[config.mk]
export PLATFORM = sky130hd
export DESIGN_NAME = qoi_chunk_stream_decoder_core
export DESIGN_NICKNAME = d
export VERILOG_FILES = /design/src/design/qoicsd_pkg.sv /design/src/design/qoicsd_ctrl.sv /design/src/design/qoicsd_dp.sv /design/src/design/qoi_chunk_stream_decoder_core.sv
export SDC_FILE = /design/constraint.sdc
export NUM_CORES = 2
export LEC_CHECK = 0
export ABC_AREA = 0
export ABC_CLOCK_PERIOD_IN_PS = 14500
export CORE_MARGIN = 4
export CORE_UTILIZATION = 55
export CTS_BUF_LIST = sky130_fd_sc_hd__clkbuf_2 sky130_fd_sc_hd__clkbuf_4 sky130_fd_sc_hd__clkbuf_8
export DETAILED_ROUTE_END_ITERATION = 16
export DONT_BUFFER_PORTS = 1
export PLACE_DENSITY = 0.71
export SLEW_MARGIN = 0
export SYNTH_ARGS = -nofsm -noshare
export SYNTH_HDL_FRONTEND = slang
export SYNTH_SLANG_ARGS = --single-unit
export TNS_END_PERCENT = 5
[constraint.sdc]
create_clock -name clk -period 14.5 [get_ports clk]
set_clock_uncertainty 0.05 [all_clocks]
set_input_delay 2.9 -clock clk [delete_from_list [all_inputs] [get_ports clk]]
set_output_delay 2.9 -clock clk [all_outputs]
set_load 0.02 [all_outputs]
[src/design/qoicsd_pkg.sv]
// Shared types and constants for the QOI chunk stream decoder.
// Used by the controller, the datapath and the top level; no dependencies.
`timescale 1ns / 1ps

package qoicsd_pkg;

  // Op codes and two-bit tags of the chunk stream
  localparam logic [7:0] OP_RGB    = 8'hFE;
  localparam logic [7:0] OP_RGBA   = 8'hFF;
  localparam logic [1:0] TAG_INDEX = 2'b00;
  localparam logic [1:0] TAG_DIFF  = 2'b01;
  localparam logic [1:0] TAG_LUMA  = 2'b10;
  localparam logic [1:0] TAG_RUN   = 2'b11;

  // Trailer: seven zero bytes, then a one
  localparam logic [3:0] TRL_LEN       = 4'd8;
  localparam logic [7:0] TRL_LAST_BYTE = 8'h01;

  // Configuration register indexes
  localparam logic [1:0] CFG_WIDTH  = 2'd0;
  localparam logic [1:0] CFG_HEIGHT = 2'd1;
  localparam logic [1:0] CFG_ALPHA  = 2'd2;
  localparam int         CFG_DATA_W = 17;

  // Result kinds
  localparam logic KIND_PIXEL  = 1'b0;
  localparam logic KIND_STATUS = 1'b1;

  localparam int OUT_TDATA_W = 40;

  // Pixel, red in the lowest byte
  typedef struct packed {
    logic [7:0] a;
    logic [7:0] b;
    logic [7:0] g;
    logic [7:0] r;
  } pixel_t;

  localparam pixel_t PIXEL_RESET = '{a: 8'hFF, b: 8'h00, g: 8'h00, r: 8'h00};

  // Controller to datapath
  typedef struct packed {
    logic accept;  // input transaction taken this cycle
    logic load;    // take the index entry into the current pixel
    logic store;   // write the current pixel to its index slot
    logic emit;    // load the next pixel result into the output register
    logic stat;    // load the status result into the output register
  } cmd_t;

  // Datapath to controller
  typedef struct packed {
    logic go_load;    // byte is an index op
    logic go_emit;    // byte completes an op with pixels to emit
    logic go_stat;    // byte completes the trailer
    logic out_free;   // output register can take a result this cycle
    logic emit_last;  // pixel now being emitted is the last of this byte
  } sts_t;

endpackage

[src/design/qoicsd_ctrl.sv]
// Controller of the QOI chunk stream decoder: sequences accept, index load,
// index store and result emission. Depends on qoicsd_pkg.
`timescale 1ns / 1ps

module qoicsd_ctrl (
  input  logic              clk,
  input  logic              rst_n,
  input  logic              in_tvalid,
  output logic              in_tready,
  input  qoicsd_pkg::sts_t  sts,
  output qoicsd_pkg::cmd_t  cmd
);

  typedef enum logic [2:0] {
    S_IDLE,
    S_LOAD,
    S_STORE,
    S_EMIT,
    S_STAT
  } state_t;

  state_t state_r, state_nxt;

  // Next state and commands
  always_comb begin
    state_nxt  = state_r;
    cmd        = '0;
    in_tready  = (state_r == S_IDLE);
    case (state_r)
      S_IDLE: begin
        cmd.accept = in_tvalid;
        if (in_tvalid) begin
          if (sts.go_stat) begin
            state_nxt = S_STAT;
          end else if (sts.go_load) begin
            state_nxt = S_LOAD;
          end else if (sts.go_emit) begin
            state_nxt = S_STORE;
          end
        end
      end
      S_LOAD: begin
        cmd.load  = 1'b1;
        state_nxt = S_STORE;
      end
      S_STORE: begin
        cmd.store = 1'b1;
        state_nxt = S_EMIT;
      end
      S_EMIT: begin
        cmd.emit = sts.out_free;
        if (sts.out_free && sts.emit_last) begin
          state_nxt = S_IDLE;
        end
      end
      S_STAT: begin
        cmd.stat = sts.out_free;
        if (sts.out_free) begin
          state_nxt = S_IDLE;
        end
      end
      default: begin
        state_nxt = S_IDLE;
      end
    endcase
  end

  // Hold state
  always_ff @(posedge clk) begin
    if (!rst_n) begin
      state_r <= S_IDLE;
    end else begin
      state_r <= state_nxt;
    end
  end

endmodule

[src/design/qoicsd_dp.sv]
// Datapath of the QOI chunk stream decoder: configuration, colour index
// memory, current pixel, op decode, counters and output register. Uses qoicsd_pkg.
`timescale 1ns / 1ps

module qoicsd_dp #(
  parameter int MAX_SIDE = 65536
) (
  input  logic                               clk,
  input  logic                               rst_n,
  input  logic                               cfg_we,
  input  logic [1:0]                         cfg_addr,
  input  logic [qoicsd_pkg::CFG_DATA_W-1:0]  cfg_wdata,
  input  logic [7:0]                         in_tdata,
  input  logic                               in_tuser,
  input  qoicsd_pkg::cmd_t                   cmd,
  output qoicsd_pkg::sts_t                   sts,
  output logic                               out_tvalid,
  input  logic                               out_tready,
  output logic [qoicsd_pkg::OUT_TDATA_W-1:0] out_tdata,
  output logic                               out_tuser,
  output logic                               out_tlast
);

  localparam int SIDE_W = $clog2(MAX_SIDE + 1);
  localparam int CMP_W  = (SIDE_W > qoicsd_pkg::CFG_DATA_W) ? SIDE_W : qoicsd_pkg::CFG_DATA_W;
  localparam int CNT_W  = 2 * SIDE_W;

  // Configuration
  logic [qoicsd_pkg::CFG_DATA_W-1:0] cfg_width_r, cfg_height_r;
  logic                              cfg_alpha_r;

  // Stream state
  qoicsd_pkg::pixel_t cur_r, cur_nxt;
  logic [7:0]         pend_op_r, pend_op_nxt;
  logic [2:0]         pend_cnt_r, pend_cnt_nxt;
  logic [CNT_W-1:0]   pix_done_r, total_r;
  logic               trl_phase_r, trl_phase_nxt;
  logic [3:0]         trl_cnt_r, trl_cnt_nxt;
  logic               trl_match_r, trl_match_nxt;
  logic               over_r, over_nxt;
  logic [5:0]         emit_left_r, emit_left_nxt;

  // Colour index memory with a valid bit per entry
  logic [31:0]        mem [64];
  logic [31:0]        mem_q_r;
  logic [5:0]         idx_addr_r;
  logic [63:0]        valid_r;
  logic [5:0]         slot;

  // Output register
  logic               out_valid_r;
  qoicsd_pkg::pixel_t out_px_r;
  logic               out_done_r, out_ok_r, out_kind_r, out_last_r;

  // Decode temporaries
  qoicsd_pkg::pixel_t eff_cur;
  logic [2:0]         eff_pend, pos;
  logic               eff_phase, eff_match, eff_over;
  logic [3:0]         eff_tcnt;
  logic [7:0]         vg, want;
  logic [CMP_W-1:0]   w_ext, h_ext;
  logic [SIDE_W-1:0]  side_w, side_h;
  logic               last_px;

  function automatic logic [5:0] hash_slot(qoicsd_pkg::pixel_t p);
    logic [12:0] s;
    s = 13'(p.r) * 13'd3 + 13'(p.g) * 13'd5 + 13'(p.b) * 13'd7 + 13'(p.a) * 13'd11;
    return s[5:0];
  endfunction

  assign slot = hash_slot(cur_r);

  // Clamp the sides: zero reads as one, oversize as the maximum
  always_comb begin
    w_ext = CMP_W'(cfg_width_r);
    h_ext = CMP_W'(cfg_height_r);
    if (w_ext == '0) begin
      side_w = SIDE_W'(1);
    end else if (w_ext > CMP_W'(MAX_SIDE)) begin
      side_w = SIDE_W'(MAX_SIDE);
    end else begin
      side_w = SIDE_W'(w_ext);
    end
    if (h_ext == '0) begin
      side_h = SIDE_W'(1);
    end else if (h_ext > CMP_W'(MAX_SIDE)) begin
      side_h = SIDE_W'(MAX_SIDE);
    end else begin
      side_h = SIDE_W'(h_ext);
    end
  end

  assign last_px = ({1'b0, pix_done_r} + (CNT_W + 1)'(1)) >= {1'b0, total_r};

  // Decode the offered byte against the state it will see (after a restart)
  always_comb begin
    eff_cur   = in_tuser ? qoicsd_pkg::PIXEL_RESET : cur_r;
    eff_pend  = in_tuser ? 3'd0 : pend_cnt_r;
    eff_phase = in_tuser ? 1'b0 : trl_phase_r;
    eff_tcnt  = in_tuser ? 4'd0 : trl_cnt_r;
    eff_match = in_tuser ? 1'b1 : trl_match_r;
    eff_over  = in_tuser ? 1'b0 : over_r;

    cur_nxt       = eff_cur;
    pend_op_nxt   = pend_op_r;
    pend_cnt_nxt  = eff_pend;
    trl_phase_nxt = eff_phase;
    trl_cnt_nxt   = eff_tcnt;
    trl_match_nxt = eff_match;
    over_nxt      = eff_over;
    emit_left_nxt = 6'd1;
    pos           = 3'd0;
    vg            = {2'b00, pend_op_r[5:0]};
    want          = (eff_tcnt == qoicsd_pkg::TRL_LEN - 4'd1) ? qoicsd_pkg::TRL_LAST_BYTE : 8'h00;
    sts.go_load   = 1'b0;
    sts.go_emit   = 1'b0;
    sts.go_stat   = 1'b0;
    sts.out_free  = !out_valid_r || out_tready;
    sts.emit_last = last_px || (emit_left_r == 6'd1);

    if (eff_over) begin
      // drop everything until restart
    end else if (eff_phase) begin
      trl_match_nxt = eff_match & (in_tdata == want);
      trl_cnt_nxt   = eff_tcnt + 4'd1;
      if (trl_cnt_nxt == qoicsd_pkg::TRL_LEN) begin
        over_nxt    = 1'b1;
        sts.go_stat = 1'b1;
      end
    end else if (eff_pend != 3'd0) begin
      if (pend_op_r inside {qoicsd_pkg::OP_RGB, qoicsd_pkg::OP_RGBA}) begin
        // store the channel as it arrives
        pos = ((pend_op_r == qoicsd_pkg::OP_RGBA) ? 3'd4 : 3'd3) - eff_pend;
        case (pos[1:0])
          2'd0:    cur_nxt.r = in_tdata;
          2'd1:    cur_nxt.g = in_tdata;
          2'd2:    cur_nxt.b = in_tdata;
          default: cur_nxt.a = in_tdata;
        endcase
      end else begin
        // luma: green difference plus red and blue offsets
        cur_nxt.r = eff_cur.r + vg + {4'h0, in_tdata[7:4]} - 8'd40;
        cur_nxt.g = eff_cur.g + vg - 8'd32;
        cur_nxt.b = eff_cur.b + vg + {4'h0, in_tdata[3:0]} - 8'd40;
      end
      pend_cnt_nxt = eff_pend - 3'd1;
      sts.go_emit  = (pend_cnt_nxt == 3'd0);
    end else if (in_tdata == qoicsd_pkg::OP_RGB) begin
      pend_op_nxt  = in_tdata;
      pend_cnt_nxt = 3'd3;
    end else if (in_tdata == qoicsd_pkg::OP_RGBA) begin
      pend_op_nxt  = in_tdata;
      pend_cnt_nxt = 3'd4;
    end else begin
      case (in_tdata[7:6])
        qoicsd_pkg::TAG_INDEX: begin
          sts.go_load = 1'b1;
        end
        qoicsd_pkg::TAG_DIFF: begin
          cur_nxt.r   = eff_cur.r + {6'd0, in_tdata[5:4]} - 8'd2;
          cur_nxt.g   = eff_cur.g + {6'd0, in_tdata[3:2]} - 8'd2;
          cur_nxt.b   = eff_cur.b + {6'd0, in_tdata[1:0]} - 8'd2;
          sts.go_emit = 1'b1;
        end
        qoicsd_pkg::TAG_LUMA: begin
          pend_op_nxt  = in_tdata;
          pend_cnt_nxt = 3'd1;
        end
        default: begin
          emit_left_nxt = in_tdata[5:0] + 6'd1;
          sts.go_emit   = 1'b1;
        end
      endcase
    end
  end

  // Configuration registers
  always_ff @(posedge clk) begin
    if (!rst_n) begin
      cfg_width_r  <= qoicsd_pkg::CFG_DATA_W'(1);
      cfg_height_r <= qoicsd_pkg::CFG_DATA_W'(1);
      cfg_alpha_r  <= 1'b1;
    end else if (cfg_we) begin
      case (cfg_addr)
        qoicsd_pkg::CFG_WIDTH:  cfg_width_r  <= cfg_wdata;
        qoicsd_pkg::CFG_HEIGHT: cfg_height_r <= cfg_wdata;
        qoicsd_pkg::CFG_ALPHA:  cfg_alpha_r  <= cfg_wdata[0];
        default: ;
      endcase
    end
  end

  // Index memory: write on store, registered read on accept
  always_ff @(posedge clk) begin
    if (cmd.store) begin
      mem[slot] <= cur_r;
    end
    if (cmd.accept) begin
      mem_q_r    <= mem[in_tdata[5:0]];
      idx_addr_r <= in_tdata[5:0];
    end
  end

  // Image size for the pixel count check
  always_ff @(posedge clk) begin
    if (cmd.store) begin
      total_r <= CNT_W'(side_w) * CNT_W'(side_h);
    end
  end

  // Stream state
  always_ff @(posedge clk) begin
    if (!rst_n) begin
      cur_r       <= qoicsd_pkg::PIXEL_RESET;
      pend_op_r   <= 8'h00;
      pend_cnt_r  <= 3'd0;
      pix_done_r  <= '0;
      trl_phase_r <= 1'b0;
      trl_cnt_r   <= 4'd0;
      trl_match_r <= 1'b1;
      over_r      <= 1'b0;
      emit_left_r <= 6'd0;
      valid_r     <= '0;
    end else begin
      if (cmd.accept) begin
        cur_r       <= cur_nxt;
        pend_op_r   <= pend_op_nxt;
        pend_cnt_r  <= pend_cnt_nxt;
        trl_phase_r <= trl_phase_nxt;
        trl_cnt_r   <= trl_cnt_nxt;
        trl_match_r <= trl_match_nxt;
        over_r      <= over_nxt;
        emit_left_r <= emit_left_nxt;
        if (in_tuser) begin
          pix_done_r <= '0;
          valid_r    <= '0;
        end
      end
      if (cmd.load) begin
        cur_r <= valid_r[idx_addr_r] ? qoicsd_pkg::pixel_t'(mem_q_r) : '0;
      end
      if (cmd.store) begin
        valid_r[slot] <= 1'b1;
      end
      if (cmd.emit) begin
        pix_done_r  <= pix_done_r + CNT_W'(1);
        emit_left_r <= emit_left_r - 6'd1;
        if (last_px) begin
          trl_phase_r <= 1'b1;
        end
      end
    end
  end

  // Output register: load a result or drain a taken one
  always_ff @(posedge clk) begin
    if (!rst_n) begin
      out_valid_r <= 1'b0;
    end else if (cmd.emit || cmd.stat) begin
      out_valid_r <= 1'b1;
    end else if (out_tready) begin
      out_valid_r <= 1'b0;
    end
  end

  always_ff @(posedge clk) begin
    if (cmd.emit) begin
      // force alpha to full when it is not in use
      out_px_r   <= qoicsd_pkg::pixel_t'({cfg_alpha_r ? cur_r.a : 8'hFF,
                                          cur_r.b, cur_r.g, cur_r.r});
      out_done_r <= last_px;
      out_ok_r   <= 1'b0;
      out_kind_r <= qoicsd_pkg::KIND_PIXEL;
      out_last_r <= sts.emit_last;
    end else if (cmd.stat) begin
      out_px_r   <= '0;
      out_done_r <= 1'b0;
      out_ok_r   <= trl_match_r;
      out_kind_r <= qoicsd_pkg::KIND_STATUS;
      out_last_r <= 1'b1;
    end
  end

  assign out_tvalid = out_valid_r;
  assign out_tdata  = {6'd0, out_ok_r, out_done_r, out_px_r};
  assign out_tuser  = out_kind_r;
  assign out_tlast  = out_last_r;

endmodule

[src/design/qoi_chunk_stream_decoder_core.sv]
// Top level of the QOI chunk stream decoder: controller plus datapath.
// Depends on qoicsd_pkg, qoicsd_ctrl and qoicsd_dp.
`timescale 1ns / 1ps

// Takes the QOI chunk stream (bytes after the header) one byte per input
// transaction and gives one result per decoded pixel, then one status result
// after the 8-byte trailer. Bytes are handled one at a time by a small
// sequencer: a byte that completes no pixel is taken in the idle state; a
// completing DIFF, LUMA, RGB, RGBA or RUN op then passes a store and an emit
// state, an INDEX op a load state first (registered read of the 64-entry
// colour index). The emit state gives the n pixels (1, or up to 62 for a RUN)
// through the output register, waiting while out_tready is low; the trailer's
// last byte passes a status state. The colour index has a valid bit per entry,
// so reset and restart need no clearing pass. Set tuser on a byte to restart
// the stream with that byte. Write configuration only while the block is idle.

module qoi_chunk_stream_decoder_core #(
  parameter int MAX_SIDE = 65536
) (
  input  logic                               clk,
  input  logic                               rst_n,
  // configuration
  input  logic                               cfg_we,
  input  logic [1:0]                         cfg_addr,
  input  logic [qoicsd_pkg::CFG_DATA_W-1:0]  cfg_wdata,
  // input stream
  input  logic                               in_tvalid,
  output logic                               in_tready,
  input  logic [7:0]                         in_tdata,   // [7:0] in_byte
  input  logic                               in_tuser,   // [0] restart
  // result stream
  output logic                               out_tvalid,
  input  logic                               out_tready,
  // [7:0] red, [15:8] green, [23:16] blue, [31:24] alpha, [32] image_done,
  // [33] trailer_ok, [39:34] zero
  output logic [qoicsd_pkg::OUT_TDATA_W-1:0] out_tdata,
  output logic                               out_tuser,  // [0] result_kind
  output logic                               out_tlast   // last_of_item
);

  qoicsd_pkg::cmd_t cmd;
  qoicsd_pkg::sts_t sts;

  qoicsd_ctrl u_ctrl (
    .clk       (clk),
    .rst_n     (rst_n),
    .in_tvalid (in_tvalid),
    .in_tready (in_tready),
    .sts       (sts),
    .cmd       (cmd)
  );

  qoicsd_dp #(
    .MAX_SIDE (MAX_SIDE)
  ) u_dp (
    .clk        (clk),
    .rst_n      (rst_n),
    .cfg_we     (cfg_we),
    .cfg_addr   (cfg_addr),
    .cfg_wdata  (cfg_wdata),
    .in_tdata   (in_tdata),
    .in_tuser   (in_tuser),
    .cmd        (cmd),
    .sts        (sts),
    .out_tvalid (out_tvalid),
    .out_tready (out_tready),
    .out_tdata  (out_tdata),
    .out_tuser  (out_tuser),
    .out_tlast  (out_tlast)
  );

endmodule

* Yosys cells after proc, flatten, opt, wreduce, memory -nomap -nowiden
Memory sizes are Yosys's and may differ from the RTL's. A register that Yosys moved wholly into a read port is not among the register bits.
Cells that the tools add are included.
** Word-level totals
- Bits in registers :: 269
- RAM bits :: 2048
- Input port bits :: 33
- Logic and storage cells :: 218
- Memories kept :: 1
** Memories
- u_dp.mem :: depth 64, bits a word 32, read ports 1, clocked after memory_dff 1, wr ports 1, line qoicsd_dp.sv:44 : logic [31:0] mem [64];
** Cells by class
- Add/subtract/negate cells :: 24
- $mul :: 5
- Magnitude comparators :: 6
- Equal/unequal tests :: 22
- Muxes and demuxes :: 97
- Bitwise operators :: 5
- Reduce and logical (&&, ||, !) cells :: 30
** Operators with widths (count)
- $mux W32 :: 8
- $mux W64 :: 4
- $mux W24 :: 5
- $mux W34 :: 3
- $mux W8 :: 10
- $mux W17 :: 4
- $or A64 B64 Y64 :: 1
- $mux W6 :: 8
- $mux W3 :: 14
- $add A34 B1 Y35 const B :: 1
- $ge A35 B34 Y1 :: 1
- $add A34 B1 Y34 const B :: 1
- $gt A17 B17 Y1 const B :: 2
- $logic_not A17 Y1 :: 2
- $mul A17 B17 Y34 :: 1
- $eq A8 B8 Y1 const B :: 4
- $mux W1 :: 31
- $add A8 B2 Y8 :: 3
- $add A8 B6 Y8 :: 3
- $sub A8 B2 Y8 const B :: 3
- $sub A8 B6 Y8 const B :: 3
- $add A6 B6 Y6 :: 3
- $add A8 B4 Y8 :: 2
- $mul A8 B3 Y6 const B :: 2
- 40 further kinds :: 70

* Longest topological paths before layout
- Depth after elaboration :: 13
- Mapped depth :: 29
- Depth with buffers taken out :: 27

* Hierarchy
A second synthesis with hierarchy kept.
** Unflattened totals
- Cells, all modules :: 6643
- Area, all modules :: 105406.1 µm²
** By module, submodules not included
- qoicsd_dp :: times used 1, cells each 6622, area an instance 105209.7 µm²
- qoicsd_ctrl :: times used 1, cells each 21, area an instance 196.4 µm²

* Worst setup path before layout
OpenSTA, ideal clock, no wires.
- Path type :: register to register
- Start :: reg u_dp.cur_r[18] in the netlist's numbering
- End :: mem u_dp.mem[56][0], enable pin
- Arrival time :: 6.971 ns
- Required time :: 14.029 ns
- Slack :: 7.058 ns
- Stages on the path, launching flop included :: 18
- Buffers on the path :: 1
- Period minus slack after synthesis :: 7.442 ns
- Path through :: dfxtp_1 -> inv_1 -> fa_1 -> inv_1 -> fa_1 -> inv_1 -> fa_1 -> fa_1 -> fa_1 -> inv_1 -> ha_1 -> a21oi_1 -> xnor2_1 -> xnor2_1 -> xor2_1 -> nand3_1 -> clkbuf_1 -> nor2_1
** Between the ends
- Longest elaborated chain between the ends :: 3
** RTL lines
- start, declared :: line qoicsd_dp.sv:33 : qoicsd_pkg::pixel_t cur_r, cur_nxt;
- start signal, assigned :: line qoicsd_dp.sv:214 : cur_r <= qoicsd_pkg::PIXEL_RESET;
- start signal, assigned :: line qoicsd_dp.sv:226 : cur_r <= cur_nxt;
- start signal, assigned :: line qoicsd_dp.sv:240 : cur_r <= valid_r[idx_addr_r] ? qoicsd_pkg::pixel_t'(mem_q_r) : '0;
- $mul A8 B3 Y6 :: line qoicsd_dp.sv:67 : s = 13'(p.r) * 13'd3 + 13'(p.g) * 13'd5 + 13'(p.b) * 13'd7 + 13'(p.a) * 13'd11;
- $add A6 B6 Y6 (2 in a row) :: line qoicsd_dp.sv:67
- end, declared :: line qoicsd_dp.sv:44
Every way passes these cells.

* Worst setup path in the final report
- Start :: reg u_dp.cfg_height_r[3] in the netlist's numbering
- End :: reg u_dp.total_r[33] (data pin)
** Between the ends
- Longest elaborated chain between the ends :: 4
- Elaborated cells on any way between the ends :: 5
- Classes of those cells :: 1 x mul; 1 x order compare; 2 x mux; 1 x reduce/logical
** RTL lines
- start, declared :: line qoicsd_dp.sv:29 : logic [qoicsd_pkg::CFG_DATA_W-1:0] cfg_width_r, cfg_height_r;
- start signal, assigned :: line qoicsd_dp.sv:181 : cfg_height_r <= qoicsd_pkg::CFG_DATA_W'(1);
- start signal, assigned :: line qoicsd_dp.sv:186 : qoicsd_pkg::CFG_HEIGHT: cfg_height_r <= cfg_wdata;
- $gt A17 B17 Y1 :: line qoicsd_dp.sv:86 : end else if (h_ext > CMP_W'(MAX_SIDE)) begin
- $mux W17 :: line qoicsd_dp.sv:86
- $mux W17 (*) :: line qoicsd_dp.sv:84 : if (h_ext == '0) begin
- $mul A17 B17 Y34 (*) :: line qoicsd_dp.sv:207 : total_r <= CNT_W'(side_w) * CNT_W'(side_h);
- end signal, assigned :: line qoicsd_dp.sv:207
- end, declared :: line qoicsd_dp.sv:36 : logic [CNT_W-1:0] pix_done_r, total_r;
Mark *: on every way between the ends. The rest lies on a longest branch, timed or not.
A chain may end at the register's enable or synchronous reset.

==> out/qor.yml <==
tightest_slew_ns: 2.75
ir_drop_mv: 0.608
synth_enable_flop_cells: 2154
worstPathMaxFanout: 36
p_per_area_mw_per_mm2: 153
clock_sinks: 2349
drt_first_pass_iters: 5
critical_path_arrival_ns: 9.15
synth_seq_area_share: 0.658
max-slew-margin-rel: -0.833
cts_hold_buf: 0
cap_violations: 0
pin_count: 77
ant_nets: 0
clock_path_buffers: 4
path_clk_slew_ns: 0.06
required_ns: 15.19
slew_viol_final: 401
numCtsBuffers: 382
outcome: "complete, but fails checks"
synth.cell_area_sq_mm: 0.104
grt_pass1_wl_mm: 388
worst_setup_path_start_kind: "flip-flop"
post-cts-setup-buffers: 0
drive_gt1_frac: 0.233
wl_per_cell_microns: 29.2
core-area_sq_mm: 0.188
fmax_mhz: 118
mostFrequentLayoutCells: "2154 x edfxtp_1, 681 x mux4_2, 429 x nand2_1, 409 x inv_1, 394 x clkbuf_8"
die_height_microns: 443
seqPwrFrac: 0.467
mostFrequentLayoutCell: "edfxtp_1"
drt-total-wl_mm: 263
swShare: 0.320
power.leakage_nw: 39.9
pwr-share-clk: 0.309
syn_inst: 6006
setup_viol: 0
dieArea_sq_mm: 0.197
vias: 56737
fin_crit_sh: 0.583
yosys_warnings: 0
dp_hpwl_mm: 153
dp.cells: 8329
htreeDepth: 5
worstSetupPathType: "flip-flop to flip-flop"
area_growth_pct: 10.3
avgSynthCellArea_sq_um: 17.4
synthFlopType: "edfxtp_1"
grt-ovfl-total: 0
worstSkewPairLatency_ns: 1.05
hold_viol: 0
crit_path_end_kind: "flip-flop"
cts_tree: "yes"
power.internal_mw: 11.9
antenna_found_initial: 11
start_util: 0.554
drt_iter0_drc: 6532
place.gp.congestion: 0.926
async_flop_share: 0
synth.distinct_cells: 71
io_buffers: 0
grt_max_degree: 527
synth-seq-cells: 2349
switching_power_mw: 5.61
post-route-drc-count: 0
die_width_microns: 443
synthTopCellsByArea: "edfxtp_1 62%, mux4_2 15%, fa_1 5.0%"
root_buffer: "clkbuf_8"
via_per_inst: 6.31
p_comb_frac: 0.224
grt_use_total: 0.269
layout.nets: 6751
cts.repair.resized: 0
setup_tns_ns: 0
fp-row-count: 159
rsz0062_at_grt: "false"
synth_top_area_share: 0.620
yosysTopAreaCell: "edfxtp_1"
grt_pass1_vias: 57375
min_period_ns: 8.46
finalNonFillerCells: 8994
min_path_type: "flip-flop to flip-flop"
violations: "max-slew violations"
==> state kept, by name (all words and copies together) (netlist names), 3 cells and up <==
name / flops
u_ctrl.state_r: 3
u_dp.cfg_height_r: 17
u_dp.cfg_width_r: 17
u_dp.cur_r: 32
u_dp.emit_left_r: 6
u_dp.idx_addr_r: 6
u_dp.mem: 2048
u_dp.mem_q_r: 32
u_dp.out_tdata: 32
u_dp.pend_cnt_r: 3
u_dp.pend_op_r: 8
u_dp.pix_done_r: 34
u_dp.total_r: 34
u_dp.trl_cnt_r: 4
u_dp.valid_r: 64
==> metrics by stage <==
stage	worst slack (ns)	total power, mW	area, sq um	util	hold slack (ns)
4_1_cts	6.07	17.5	115000	0.610	0.386
6_report	6.04	17.6	115000	0.611	0.398
5_1_grt	5.57	18.2	115000	0.611	0.412
3_3_place_gp	6.13	12.0	108000	0.572	0.383
3_5_place_dp	6.07	12.1	108000	0.572	0.391
2_1_floorplan	7.06	10.3	104000	-	0.376
==> cell families (layout without fill, tap and decap cells) <==
logic type,Yosys count,count (layout),share of synthesized area
xor gates and xnor gates,125,125,0.0105
adders and majority gates,496,496,0.0783
buffers and inverters,722,1204,0.0267
muxes,700,700,0.149
AOI/OAI and AO/OA,565,565,0.0338
DFF,2349,2349,0.658
other,1,12,0.0000360
and+or+nand+nor,1048,1048,0.0439
==> cell usage after synthesis, drive strengths merged, types with 11 or more instances <==
master  instances
nor2          331
xnor2          88
nand3          61
a21oi         172
buf            90
a31oi          23
o211ai         11
edfxtp       2154
ha            235
inv           416
a22oi          25
nor4           11
mux4          681
nor2b          33
nand2         429
o21bai         15
dfxtp         195
nand4          22
mux2i          16
nor3           33
o22ai          12
xor2           37
clkbuf        216
o21ai         148
a221o          12
and2           62
and3           24
a211oi         16
a21o           56
fa            261
==> layout make-up <==
| class | count | area, sq um |
|---|---|---|
| clock inverter | 126 | 671 |
| tap | 2495 | 3120 |
| antenna | 6 | 15.0 |
| fill | 13501 | 73200 |
| inverter | 416 | 1570 |
| multi-input combinational | 2940 | 33400 |
| timing repair buffer | 133 | 1090 |
| sequential | 2349 | 68600 |
| clock buffer | 529 | 6440 |
==> final timing paths <==
check	endpoint	cells after the start	slack, ns	from
max	u_dp.total_r[33]	26	6.04	u_dp.cfg_height_r[3]
min	u_dp.valid_r[38]	2	0.40	u_dp.valid_r[38]
max reg2reg	u_dp.total_r[33]	26	6.04	u_dp.cfg_height_r[3]
min reg2reg	u_dp.valid_r[38]	2	0.40	u_dp.valid_r[38]
==> per-layer routing <==
metal,track usage,vias up,wire (microns)
met2,0.417,3104,125000
li1,-,23590,-
met1,0.388,29609,103000
met3,0.0599,434,27700
met5,0,-,0
met4,0.0839,0,7690
==> worst max-delay path, stage by stage, from the launching register on <==
cell and delay [ns]:
dfxtp_1 0.33, nor4_1 0.38, nand4_1 0.19, nand2_1 0.78, and2_1 0.71, nand2_1 0.16, fa_1 0.53, inv_1 0.06
fa_1 0.50, inv_1 0.05, fa_1 0.53, inv_1 0.05, fa_1 0.45, fa_1 0.49, inv_1 0.05, fa_1 0.47
inv_1 0.04, ha_1 0.34, o2111ai_1 0.28, a2111oi_0 0.09, a2111o_1 0.51, a21o_1 0.25, o221ai_1 0.37, o211a_1 0.19
o21bai_1 0.07, a21oi_1 0.17, xnor2_1 0.08
==> power groups by stage <==
stage | clock, mW | combinational, mW | sequential, mW
floorplan | 0 | 1.87 | 8.41
global placement | 0 | 3.71 | 8.31
detailed placement | 0 | 3.79 | 8.34
CTS | 5.52 | 3.80 | 8.20
global route | 5.87 | 4.11 | 8.23
finish | 5.43 | 3.93 | 8.20
No activity file was read; power rests on OpenSTA's default activity.
